### src/rtl/crc32_msb_first_case_fold_unit_defines.svh
// ----------------------------------------------------------------------------
// crc32_msb_first_case_fold_unit_defines.svh
// Assertion macros for the CRC-32 case-fold unit. Define ASSERT_OFF to drop
// every assertion from the build.
// ----------------------------------------------------------------------------
`ifndef CRC32_MSB_FIRST_CASE_FOLD_UNIT_DEFINES_SVH
`define CRC32_MSB_FIRST_CASE_FOLD_UNIT_DEFINES_SVH

`ifndef ASSERT_OFF

// Same-cycle implication, checked at every rising edge outside reset.
`define CRCF_ASSERT_IMPL(label, clk, rstn, pre, post) \
    label: assert property (@(posedge clk) disable iff (!(rstn)) (pre) |-> (post)) \
        else $error("crcf assertion failed");

// Next-cycle implication, checked at every rising edge outside reset.
`define CRCF_ASSERT_NEXT(label, clk, rstn, pre, post) \
    label: assert property (@(posedge clk) disable iff (!(rstn)) (pre) |=> (post)) \
        else $error("crcf assertion failed");

`else

`define CRCF_ASSERT_IMPL(label, clk, rstn, pre, post)
`define CRCF_ASSERT_NEXT(label, clk, rstn, pre, post)

`endif

`endif

### src/rtl/crcf_pkg.sv
// ----------------------------------------------------------------------------
// crcf_pkg
// Shared constants and the byte-step function of the MSB-first CRC-32.
// ----------------------------------------------------------------------------
`timescale 1ns / 1ps
`default_nettype none

package crcf_pkg;

    localparam int unsigned CrcWidth  = 32;
    localparam int unsigned ByteWidth = 8;
    localparam int unsigned AddrWidth = 2;
    localparam int unsigned DataWidth = 32;

    localparam logic [CrcWidth-1:0] CrcPoly = 32'h04C1_1DB7;

    localparam logic [ByteWidth-1:0] AsciiLowerA = 8'h61;
    localparam logic [ByteWidth-1:0] AsciiLowerZ = 8'h7A;
    localparam logic [ByteWidth-1:0] AsciiCaseGap = 8'h20;

    // Register word index of the fold_case control bit.
    localparam logic [AddrWidth-1:0] RegFoldCase = 2'd0;

    typedef logic [CrcWidth-1:0]  crc_t;
    typedef logic [ByteWidth-1:0] byte_t;

    // CRC of one byte placed in the top byte of the register (table entry).
    function automatic crc_t crc_byte_term(input byte_t idx);
        crc_t r;
        r = {idx, {(CrcWidth-ByteWidth){1'b0}}};
        for (int k = 0; k < ByteWidth; k++) begin
            if (r[CrcWidth-1]) begin
                r = {r[CrcWidth-2:0], 1'b0} ^ CrcPoly;
            end else begin
                r = {r[CrcWidth-2:0], 1'b0};
            end
        end
        return r;
    endfunction

    // Fold one byte into the running CRC.
    function automatic crc_t crc_byte_step(input crc_t crc, input byte_t data);
        return {crc[CrcWidth-ByteWidth-1:0], {ByteWidth{1'b0}}}
            ^ crc_byte_term(data ^ crc[CrcWidth-1 -: ByteWidth]);
    endfunction

endpackage

`default_nettype wire

### src/rtl/crcf_cfg_regs.sv
// ----------------------------------------------------------------------------
// crcf_cfg_regs
// APB-style control register holding the fold_case bit.
// ----------------------------------------------------------------------------
`timescale 1ns / 1ps
`default_nettype none

module crcf_cfg_regs (
    input  wire logic                          aclk,
    input  wire logic                          aresetn,
    input  wire logic                          psel,
    input  wire logic                          penable,
    input  wire logic                          pwrite,
    input  wire logic [crcf_pkg::AddrWidth-1:0] paddr,
    input  wire logic [crcf_pkg::DataWidth-1:0] pwdata,
    output logic      [crcf_pkg::DataWidth-1:0] prdata,
    output logic                               pready,
    output logic                               fold_case
);
    import crcf_pkg::*;

    logic fold_case_reg;
    logic wr_en;

    // Single word; every address in the port's range maps to it.
    assign wr_en = psel && penable && pwrite;

    always_ff @(posedge aclk) begin
        if (!aresetn) begin
            fold_case_reg <= 1'b0;
        end else if (wr_en) begin
            fold_case_reg <= pwdata[0];
        end
    end

    always_comb begin
        prdata = '0;
        case (paddr)
            RegFoldCase: prdata = {{(DataWidth-1){1'b0}}, fold_case_reg};
            default:     prdata = {{(DataWidth-1){1'b0}}, fold_case_reg};
        endcase
    end

    assign pready    = 1'b1;
    assign fold_case = fold_case_reg;

endmodule

`default_nettype wire

### src/rtl/crcf_update.sv
// ----------------------------------------------------------------------------
// crcf_update
// Case folding and one-byte CRC-32 update between the two register stages.
// ----------------------------------------------------------------------------
`timescale 1ns / 1ps
`default_nettype none

module crcf_update (
    input  wire logic                fold_case,
    input  wire logic                first,
    input  wire crcf_pkg::byte_t     data_byte,
    input  wire crcf_pkg::crc_t      crc_in,
    output crcf_pkg::crc_t           crc_out
);
    import crcf_pkg::*;

    byte_t data_folded;
    crc_t  crc_start;

    always_comb begin
        data_folded = data_byte;
        if (fold_case && (data_byte inside {[AsciiLowerA:AsciiLowerZ]})) begin
            data_folded = data_byte - AsciiCaseGap;
        end
    end

    // Restart from zero on the first byte of a message.
    assign crc_start = first ? '0 : crc_in;
    assign crc_out   = crc_byte_step(crc_start, data_folded);

endmodule

`default_nettype wire

### src/rtl/crc32_msb_first_case_fold_unit.sv
// ----------------------------------------------------------------------------
// crc32_msb_first_case_fold_unit
// Path: an accepted input byte is held in the input register, then its result
//   moves into the result register, which drives m_valid.
// Throughput: one byte per cycle while m_ready is high; the byte update is
//   a single pass of fixed XOR logic between the two registers.
// Reset: synchronous, active low; clears both valid flags, the running CRC
//   and fold_case.
// ----------------------------------------------------------------------------
`timescale 1ns / 1ps
`default_nettype none

`include "crc32_msb_first_case_fold_unit_defines.svh"

module crc32_msb_first_case_fold_unit (
    input  wire logic                           aclk,
    input  wire logic                           aresetn,
    // Configuration port
    input  wire logic                           psel,
    input  wire logic                           penable,
    input  wire logic                           pwrite,
    input  wire logic [crcf_pkg::AddrWidth-1:0] paddr,
    input  wire logic [crcf_pkg::DataWidth-1:0] pwdata,
    output logic      [crcf_pkg::DataWidth-1:0] prdata,
    output logic                                pready,
    // Input byte stream
    input  wire logic                           s_valid,
    output logic                                s_ready,
    input  wire logic [crcf_pkg::ByteWidth-1:0] s_data_byte,
    input  wire logic                           s_first,
    // CRC results
    output logic                                m_valid,
    input  wire logic                           m_ready,
    output logic      [crcf_pkg::CrcWidth-1:0]  m_crc_value
);
    import crcf_pkg::*;

    logic  fold_case;

    // Input stage: holds one accepted byte until the update can run.
    logic  in_valid_reg;
    logic  in_valid_next;
    byte_t in_byte_reg;
    logic  in_first_reg;

    // Result stage and running CRC.
    logic  out_valid_reg;
    logic  out_valid_next;
    crc_t  out_crc_reg;
    crc_t  crc_reg;
    crc_t  crc_next;

    logic  s_xfer;
    logic  advance;

    crcf_cfg_regs u_cfg (
        .aclk      (aclk),
        .aresetn   (aresetn),
        .psel      (psel),
        .penable   (penable),
        .pwrite    (pwrite),
        .paddr     (paddr),
        .pwdata    (pwdata),
        .prdata    (prdata),
        .pready    (pready),
        .fold_case (fold_case)
    );

    crcf_update u_update (
        .fold_case (fold_case),
        .first     (in_first_reg),
        .data_byte (in_byte_reg),
        .crc_in    (crc_reg),
        .crc_out   (crc_next)
    );

    // Advance the held byte into the result register whenever that register
    // is empty or its transfer completes in this cycle.
    assign advance = in_valid_reg && (!out_valid_reg || m_ready);

    // Accept a new byte when the input stage is empty or drains this cycle;
    // a waiting result blocks the next transfer only while the input stage is full.
    assign s_ready = !in_valid_reg || advance;
    assign s_xfer  = s_valid && s_ready;

    always_comb begin
        in_valid_next = in_valid_reg;
        if (s_xfer) begin
            in_valid_next = 1'b1;
        end else if (advance) begin
            in_valid_next = 1'b0;
        end

        out_valid_next = out_valid_reg;
        if (advance) begin
            out_valid_next = 1'b1;
        end else if (m_ready) begin
            out_valid_next = 1'b0;
        end
    end

    // Control state and running CRC.
    always_ff @(posedge aclk) begin
        if (!aresetn) begin
            in_valid_reg  <= 1'b0;
            out_valid_reg <= 1'b0;
            crc_reg       <= '0;
        end else begin
            in_valid_reg  <= in_valid_next;
            out_valid_reg <= out_valid_next;
            if (advance) begin
                crc_reg <= crc_next;
            end
        end
    end

    // Payload registers: capture on transfer or advance, hold otherwise.
    always_ff @(posedge aclk) begin
        if (s_xfer) begin
            in_byte_reg  <= s_data_byte;
            in_first_reg <= s_first;
        end
        if (advance) begin
            out_crc_reg <= crc_next;
        end
    end

    assign m_valid     = out_valid_reg;
    assign m_crc_value = out_crc_reg;

    // A shown result is always the latest running CRC.
    `CRCF_ASSERT_IMPL(a_out_matches_state, aclk, aresetn, out_valid_reg, out_crc_reg == crc_reg)
    // A held byte is never dropped while the result side stalls.
    `CRCF_ASSERT_NEXT(a_in_held, aclk, aresetn, in_valid_reg && !advance, in_valid_reg)
    // Both stages full and stalled: no new transfer may be taken.
    `CRCF_ASSERT_IMPL(a_full_blocks, aclk, aresetn,
        in_valid_reg && out_valid_reg && !m_ready, !s_ready)

endmodule

`default_nettype wire
### config.mk
export PLATFORM = sky130hd
export DESIGN_NAME = crc32_msb_first_case_fold_unit
export DESIGN_NICKNAME = d
export VERILOG_FILES = /design/src/rtl/crcf_pkg.sv /design/src/rtl/crcf_cfg_regs.sv /design/src/rtl/crcf_update.sv /design/src/rtl/crc32_msb_first_case_fold_unit.sv
export VERILOG_INCLUDE_DIRS = /design/src /design/src/rtl
export SDC_FILE = /design/constraint.sdc
export NUM_CORES = 1
export LEC_CHECK = 0
export BUFFER_PORTS_ARGS = -buffer_cell sky130_fd_sc_hd__buf_2
export CORE_ASPECT_RATIO = 0.75
export CORE_UTILIZATION = 34
export DETAILED_ROUTE_END_ITERATION = 6
export PLACE_DENSITY = 0.63
export SLEW_MARGIN = 20
export SYNTH_ARGS = -nofsm -noshare
export SYNTH_HDL_FRONTEND = slang
export SYNTH_SLANG_ARGS = --single-unit
### constraint.sdc
create_clock -name aclk -period 2.75 [get_ports aclk]
set_clock_uncertainty 0.2 [all_clocks]
set_input_delay 0.55 -clock aclk [delete_from_list [all_inputs] [get_ports aclk]]
set_output_delay 0.55 -clock aclk [all_outputs]
set_load 0.02 [all_outputs]
# Word-level counts from Yosys, hierarchy flattened
# Cells that the tools add are included.
[word_totals]
register_bits = 76
latch_bits = 0
ram_bits = 0
romBits = 0
out_inout_bits = 67
wordCells = 46
memories = 0
[classes]
add_sub_neg = 1
n_mul = 0
div_mod_pow = 0
magnitude_cmp = 2
eq_ne = 0
shifts = 0
n_mux = 14
bitwise = 10
reduce_logical = 12
[ops]
columns = ["operator", "count"]
rows = [
  ["$mux W27", 8],
  ["$not A14 Y14", 8],
  ["$mux W32", 1],
  ["$xor A32 B32 Y32", 1],
  ["$ge A8 B7 Y1 const B", 1],
  ["$le A8 B7 Y1 const B", 1],
  ["$mux W8", 1],
  ["$sub A8 B6 Y8 const B", 1],
  ["$xor A8 B8 Y8", 1],
  ["$logic_and A1 B1 Y1", 6],
  ["$mux W1", 4],
  ["$reduce_bool A2 Y1", 2],
  ["$logic_not A1 Y1", 2],
  ["$logic_or A1 B1 Y1", 2],
]

# Depth between registers and ports, before layout
[depth]
depth_word = 22
ltp_mapped = 8
mapped_depth_nobuf = 8

# Modules after synthesis
# From an unflattened synthesis, not the netlist that was laid out.
[unflattened]
cells_unflattened = 361
area_unflattened_um2 = 4169.0
[by_module_without_submodules]
columns = ["module", "n_inst", "cells_each", "area_per_inst_um2", "seq_area_each_um2"]
rows = [
  ["crc32_msb_first_case_fold_unit", 1, 189, 2627.5, 1911.8],
  ["crcf_update", 1, 132, 1243.7, 0.0],
  ["crcf_cfg_regs", 1, 40, 297.8, 20.0],
]

# Worst setup path after synthesis
# OpenSTA, ideal clock, no wires.
[synth_path]
path_kind = "flip-flop to flip-flop"
startpoint = "reg in_byte_reg[3]"
endpoint = "reg crc_reg[14]"
arrival_ns = 2.562
setup_slack_ns = -0.130
path_stages_with_launch = 9
path_cell_list = "edfxtp_1 buf_6 or4_4 o221ai_4 or2_4 xnor2_2 xnor3_2 xnor2_1 a31o_1"
[synth_via]
elab_chain_len = 18
elab_cells_between_ends = 20
cone_classes = "1 x add/sub; 2 x order compare; 9 x mux; 6 x bitwise; 2 x reduce/logical"
[synth_lines]
columns = ["element", "line_no", "rtl"]
rows = [
  ["start: declaration", "crc32_msb_first_case_fold_unit.sv:43", "byte_t in_byte_reg;"],
  ["start signal: assignment", "crc32_msb_first_case_fold_unit.sv:120", "in_byte_reg <= s_data_byte;"],
  ["$ge A8 B7 Y1 or $le A8 B7 Y1 (tied branches)", "crcf_update.sv:22", "if (fold_case && (data_byte inside {[AsciiLowerA:AsciiLowerZ]})) begin"],
  ["$logic_and A1 B1 Y1 (2 in series)", "crcf_update.sv:22", ""],
  ["$mux W8 *", "crcf_update.sv:22", ""],
  ["$xor A8 B8 Y8 *", "crcf_pkg.sv:44", "^ crc_byte_term(data ^ crc[CrcWidth-1 -: ByteWidth]);"],
  ["$mux W27", "crcf_pkg.sv:32", "if (r[CrcWidth-1]) begin"],
  ["$not A14 Y14 (no line)", "--", ""],
  ["$mux W27 (2 in series)", "crcf_pkg.sv:32", ""],
  ["$not A14 Y14 (no line)", "--", ""],
  ["$mux W27", "crcf_pkg.sv:32", ""],
  ["$not A14 Y14 (no line)", "--", ""],
  ["$mux W27", "crcf_pkg.sv:32", ""],
  ["$not A14 Y14 (no line)", "--", ""],
  ["$mux W27 * (3 in series)", "crcf_pkg.sv:32", ""],
  ["$xor A32 B32 Y32 *", "crcf_pkg.sv:44", ""],
  ["net crc_next[14]", "crc32_msb_first_case_fold_unit.sv:51", "crc_t crc_next;"],
  ["end signal: assignment", "crc32_msb_first_case_fold_unit.sv:112", "crc_reg <= crc_next;"],
  ["end: declaration", "crc32_msb_first_case_fold_unit.sv:50", "crc_t crc_reg;"],
]
# The timed path passes the listed nets; every way through them passes the cells marked *.
# A chain may end at the register's enable or synchronous reset.

# Final worst setup path
[layout_path]
startpoint = "reg in_byte_reg[4]"
endpoint = "reg crc_reg[12]"
[layout_via]
elab_chain_len = 19
elab_cells_between_ends = 23
cone_classes = "1 x add/sub; 2 x order compare; 9 x mux; 9 x bitwise; 2 x reduce/logical"
[layout_lines]
columns = ["element", "line_no"]
rows = [
  ["$ge A8 B7 Y1 or $le A8 B7 Y1 (tied branches)", "crcf_update.sv:22"],
  ["$logic_and A1 B1 Y1 (2 in series)", "crcf_update.sv:22"],
  ["$mux W8 *", "crcf_update.sv:22"],
  ["$xor A8 B8 Y8 *", "crcf_pkg.sv:44"],
  ["$mux W27 (2 in series)", "crcf_pkg.sv:32"],
  ["$not A14 Y14 (no line)", "--"],
  ["$mux W27", "crcf_pkg.sv:32"],
  ["$not A14 Y14 (no line)", "--"],
  ["$mux W27 (2 in series)", "crcf_pkg.sv:32"],
  ["$not A14 Y14 (no line)", "--"],
  ["$mux W27", "crcf_pkg.sv:32"],
  ["$not A14 Y14 (no line)", "--"],
  ["$mux W27", "crcf_pkg.sv:32"],
  ["$not A14 Y14 (no line)", "--"],
  ["$mux W27 *", "crcf_pkg.sv:32"],
  ["$xor A32 B32 Y32 *", "crcf_pkg.sv:44"],
  ["net crc_next[12]", "crc32_msb_first_case_fold_unit.sv:51"],
]
# Marks and branches as above.

==> results.md <==
Placed design:
- The HPWL after detailed placement is about 5800 um.
- The count of port buffers added during placement is 51.
- Summing all placed instances gives a cell area of ~4500 um^2.
- The congestion estimate from routability-driven global placement came to between 0.7 and 0.8.

Timing:
- Across all hold checks on the routed design, the worst slack comes to about 190 ps.
- After routing, the total negative slack on setup checks comes to 0 ps.
- The final number of hold-violating endpoints came to 0.
- Setup violations remaining at the end of the flow were counted as 0.
- The maximum clock frequency is around 370 MHz.
- Setup repair after global routing could not meet its margin everywhere.
- For the finished layout, the period the worst path requires is roughly 2700 ps.
- The portion of the clock cycle consumed by the worst path in the final layout is 0.9865.
- The max-slew violation count is 0.
- The headroom to the max-slew limit is 0.3694.
- The slew of the pin with the lowest slew margin is 944.5 ps.

Floorplanning:
- The y dimension of the die is between 90 and 100 um.
- The initial utilization of the core area, before any placement, comes to 0.3504.
- The horizontal extent of the die is ~130 um.
- The die covers roughly 12000 um^2.
- ~120 I/O pins were placed.
- The placeable core area is 11610 um^2.
- The initialized floorplan defines 34 standard-cell rows.

Logic synthesis:
- The proportion of synthesized chip area in sequential cells is 0.4748.
- The arithmetic-cell share of the synthesized area counting full adders, half adders and majority gates is 0.003075.
- The largest family of logic cells by synthesized area is XOR/XNOR gates.
- The share of synthesized area spent on multiplexers is 0.007380.
- After synthesis the netlist holds a flip-flop and latch count of between 70 and 80.
- The share of synthesized area in the top cell type comes to 0.3026.
- The leading area contributor after synthesis is sky130_fd_sc_hd__edfxtp_1.
- The summed instance area of the synthesized netlist is slightly above 4000 um^2.
- The synthesized-area fraction occupied by ao, oa, aoi and oai cells is 0.06304.
- The per-instance average area after synthesis is between 10 and 15 um^2.
- Counting distinct cell types in the post-synthesis netlist gives 38.
- The post-synthesis async set-or-reset flop share is 0.
- After synthesis, the most frequently instantiated cells are 68 x sky130_fd_sc_hd__xnor2_1, 41 x sky130_fd_sc_hd__edfxtp_1, 36 x sky130_fd_sc_hd__nor2_1.
- During synthesis, Yosys emitted a total of 0 warnings.
- In the synthesized netlist, the number of instances is 372.
- The number of synthesized flops with an enable pin is about 40.
- The simple-gate share of the synthesized area is 0.1347.
- The most used flip-flop cell after synthesis is sky130_fd_sc_hd__edfxtp_1.
- The leading cell type by number of instances after synthesis is sky130_fd_sc_hd__xnor2_1.
- The XOR/XNOR share of the synthesized area is 0.2306.
- By area the synthesized netlist is led by sky130_fd_sc_hd__edfxtp_1 30%, sky130_fd_sc_hd__dfxtp_1 17%, sky130_fd_sc_hd__xnor2_1 15%.

Worst setup path:
- By startpoint and endpoint, the worst setup path is classified as reg -> reg.
- The worst setup path is captured at a register.
- At the worst endpoint, the arrival time is ~2700 ps.
- The peak fanout along the critical path is 6.
- The setup check on the worst reg-to-reg path leaves a slack of ~37 ps.
- The data required time at the worst endpoint is 2780 ps.
- The worst setup path is launched from a register.

Hold path:
- The type of the most critical hold path is in -> reg.

Clock network:
- The H-tree depth is 3.
- The clock buffer count from CTS is 9.
- No sink is reached through more buffers than the 2 on the longest clock path.
- The number of clock sinks is 76.
- The number of hold buffers added after CTS was 0.
- The clock-pin slew reported for the worst setup and hold paths after clock tree synthesis is 60 ps.
- The clock latency of the later-clocked register in the worst-skew pair is 340 ps.
- In this run the clock root is driven by a sky130_fd_sc_hd__clkbuf_16.
- The CTS tree is yes.

Finish:
- The final design area excluding fillers is approximately 5000 um^2.
- In the final layout, the multi-input gates occupy a little under 2000 um^2.
- The layout-stage area growth over the synthesis result is 20.97%.
- The number of antenna diodes in the final layout is 0.
- In the final design database the tool counted 492 nets.
- The filler cells instantiated in the layout total 1111.
- The flip-flop and latch area is 1932 um^2.
- The ratio of cells with drive above 1 in the final layout is 0.2668.

GRT:
- The number of antenna violations at the first check in global routing is 0.
- The largest net degree at the start of global routing is 50.
- The first global-routing pass estimated approximately 13000 um of wire.
- The remaining global-route overflow is 0.
- The via count of the first global-routing pass is ~2500.
- In the global route stage, overall resource usage came out at 0.1436.

Route:
- The total via count in the routed design is 2583.
- The detail-routed net length per standard cell is between 10 and 15 um.
- The number of optimization iterations in the first detailed-route pass is 4.
- The count of nets left with antenna violations once routing finished came out at 0.
- In the routed layout, each cell is associated on average with a via count of 4.248.
- The detailed router finished its first iteration with roughly 160 violations.
- In the routed design, unresolved DRC markers number 0.
- The total wirelength of the detailed-routed design is roughly 8300 um.

Pwr:
- The power per cell area is between 700 and 800 nW/um^2.
- The static leakage is 0.001925 uW.
- The total chip power is roughly 3800 uW.
- IR analysis of the VDD net gives a maximum drop of 0.3628 mV.

Job:
- The tool flagged a number of max-cap violations equal to 0.

Status:
- The flow ran to the end, and the final reports show no timing, DRC or antenna violations.
## power breakdown
group	total [uW]	internal (uW)	switching, uW
registers	1440	1380	59.2
clock network	1250	794	457
logic	1060	464	595
total	3750	2640	1110
## final timing paths
kind / start / to / cells past startpoint
max: in_byte_reg[4] / crc_reg[12] / 7
min: s_data_byte[5] / in_byte_reg[5] / 1
max reg2reg: in_byte_reg[4] / crc_reg[12] / 7
min reg2reg: crc_reg[17] / crc_reg[17] / 2
## layer usage
layer / global-route usage / share of wire / vias to the layer above / routed length [um]
met5: 0 / 0 / - / 0
met1: 0.1997 / 0.50 / 1232 / 4139
met3: 0.05144 / 0.051 / 5 / 425
li1: - / - / 1281 / -
met4: 0.03529 / 0.0087 / 0 / 72
met2: 0.2108 / 0.44 / 65 / 3669
## critical path: stages, from the launching register on
cell and delay, ps:
sky130_fd_sc_hd__edfxtp_1 380, sky130_fd_sc_hd__or4_4 560, sky130_fd_sc_hd__o221ai_4 240, sky130_fd_sc_hd__or2_4 210
sky130_fd_sc_hd__xnor2_4 140, sky130_fd_sc_hd__xnor3_2 470, sky130_fd_sc_hd__xnor2_2 190, sky130_fd_sc_hd__o21ba_2 210
## final cells by class
cell class,instances,area share
Multi-Input combinational cell,270,0.4037
Timing Repair Buffer,79,0.09456
Clock buffer,10,0.04652
Clock inverter,6,0.01779
Tap cell,162,0.04118
Sequential cell,76,0.3925
Inverter,5,0.003813
## metrics by stage
stage / cells / worst slack, ps / utilization
CTS: 607 / 17.85 / 0.4192
finish: 608 / 37.07 / 0.4238
floorplan: 402 / 8.433 / -
global placement: 587 / -5.053 / 0.3863
detailed placement: 587 / -22.43 / 0.3863
global route: 608 / -48.50 / 0.4238
## kinds of logic (layout without fill, tap and decap cells)
family,after synthesis,after routing
and+or+nand+nor,109,109
xor gates and xnor gates,92,92
DFF,76,76
buffers and inverters,56,100
AOI/OAI and AO/OA,33,33
muxes,3,3
other,2,32
adders and majority gates,1,1
## what timing repair did
action,in CTS,in global routing
cloned,0,0
buffers inserted,4,1
hold endpoints to repair,0,0
resized for setup,5,9
pin swaps,6,4
endpoints found under the setup margin,8,17
## cell usage in the layout, fill, tap and decap left out, types with 2 or more instances in the layout
cell type                    synthesis  final
sky130_fd_sc_hd__mux2i_1             3      3
sky130_fd_sc_hd__xnor2_2             2      9
sky130_fd_sc_hd__nor2b_1            23     23
sky130_fd_sc_hd__clkinvlp_4          0      2
sky130_fd_sc_hd__dfxtp_1            35     35
sky130_fd_sc_hd__clkbuf_16           0      9
sky130_fd_sc_hd__xnor3_1             5      3
sky130_fd_sc_hd__nand2_1            26     26
sky130_fd_sc_hd__buf_4              33     28
sky130_fd_sc_hd__a21boi_0           12     10
sky130_fd_sc_hd__xnor3_2             1      3
sky130_fd_sc_hd__nand2b_1            7      7
sky130_fd_sc_hd__o21ba_2             6      6
sky130_fd_sc_hd__buf_2               2     51
sky130_fd_sc_hd__nor2_1             36     36
sky130_fd_sc_hd__edfxtp_1           41     41
sky130_fd_sc_hd__xnor2_4             1      2
sky130_fd_sc_hd__o21ai_0             8      8
sky130_fd_sc_hd__bufinv_16           0      2
sky130_fd_sc_hd__xor2_1             14     13
sky130_fd_sc_hd__conb_1              2     32
sky130_fd_sc_hd__a21boi_1            0      2
sky130_fd_sc_hd__inv_1               4      4
sky130_fd_sc_hd__nor3b_1            10     10
sky130_fd_sc_hd__xnor2_1            68     60
sky130_fd_sc_hd__a21oi_1             3      3
(Power assumes the default switching activity.)
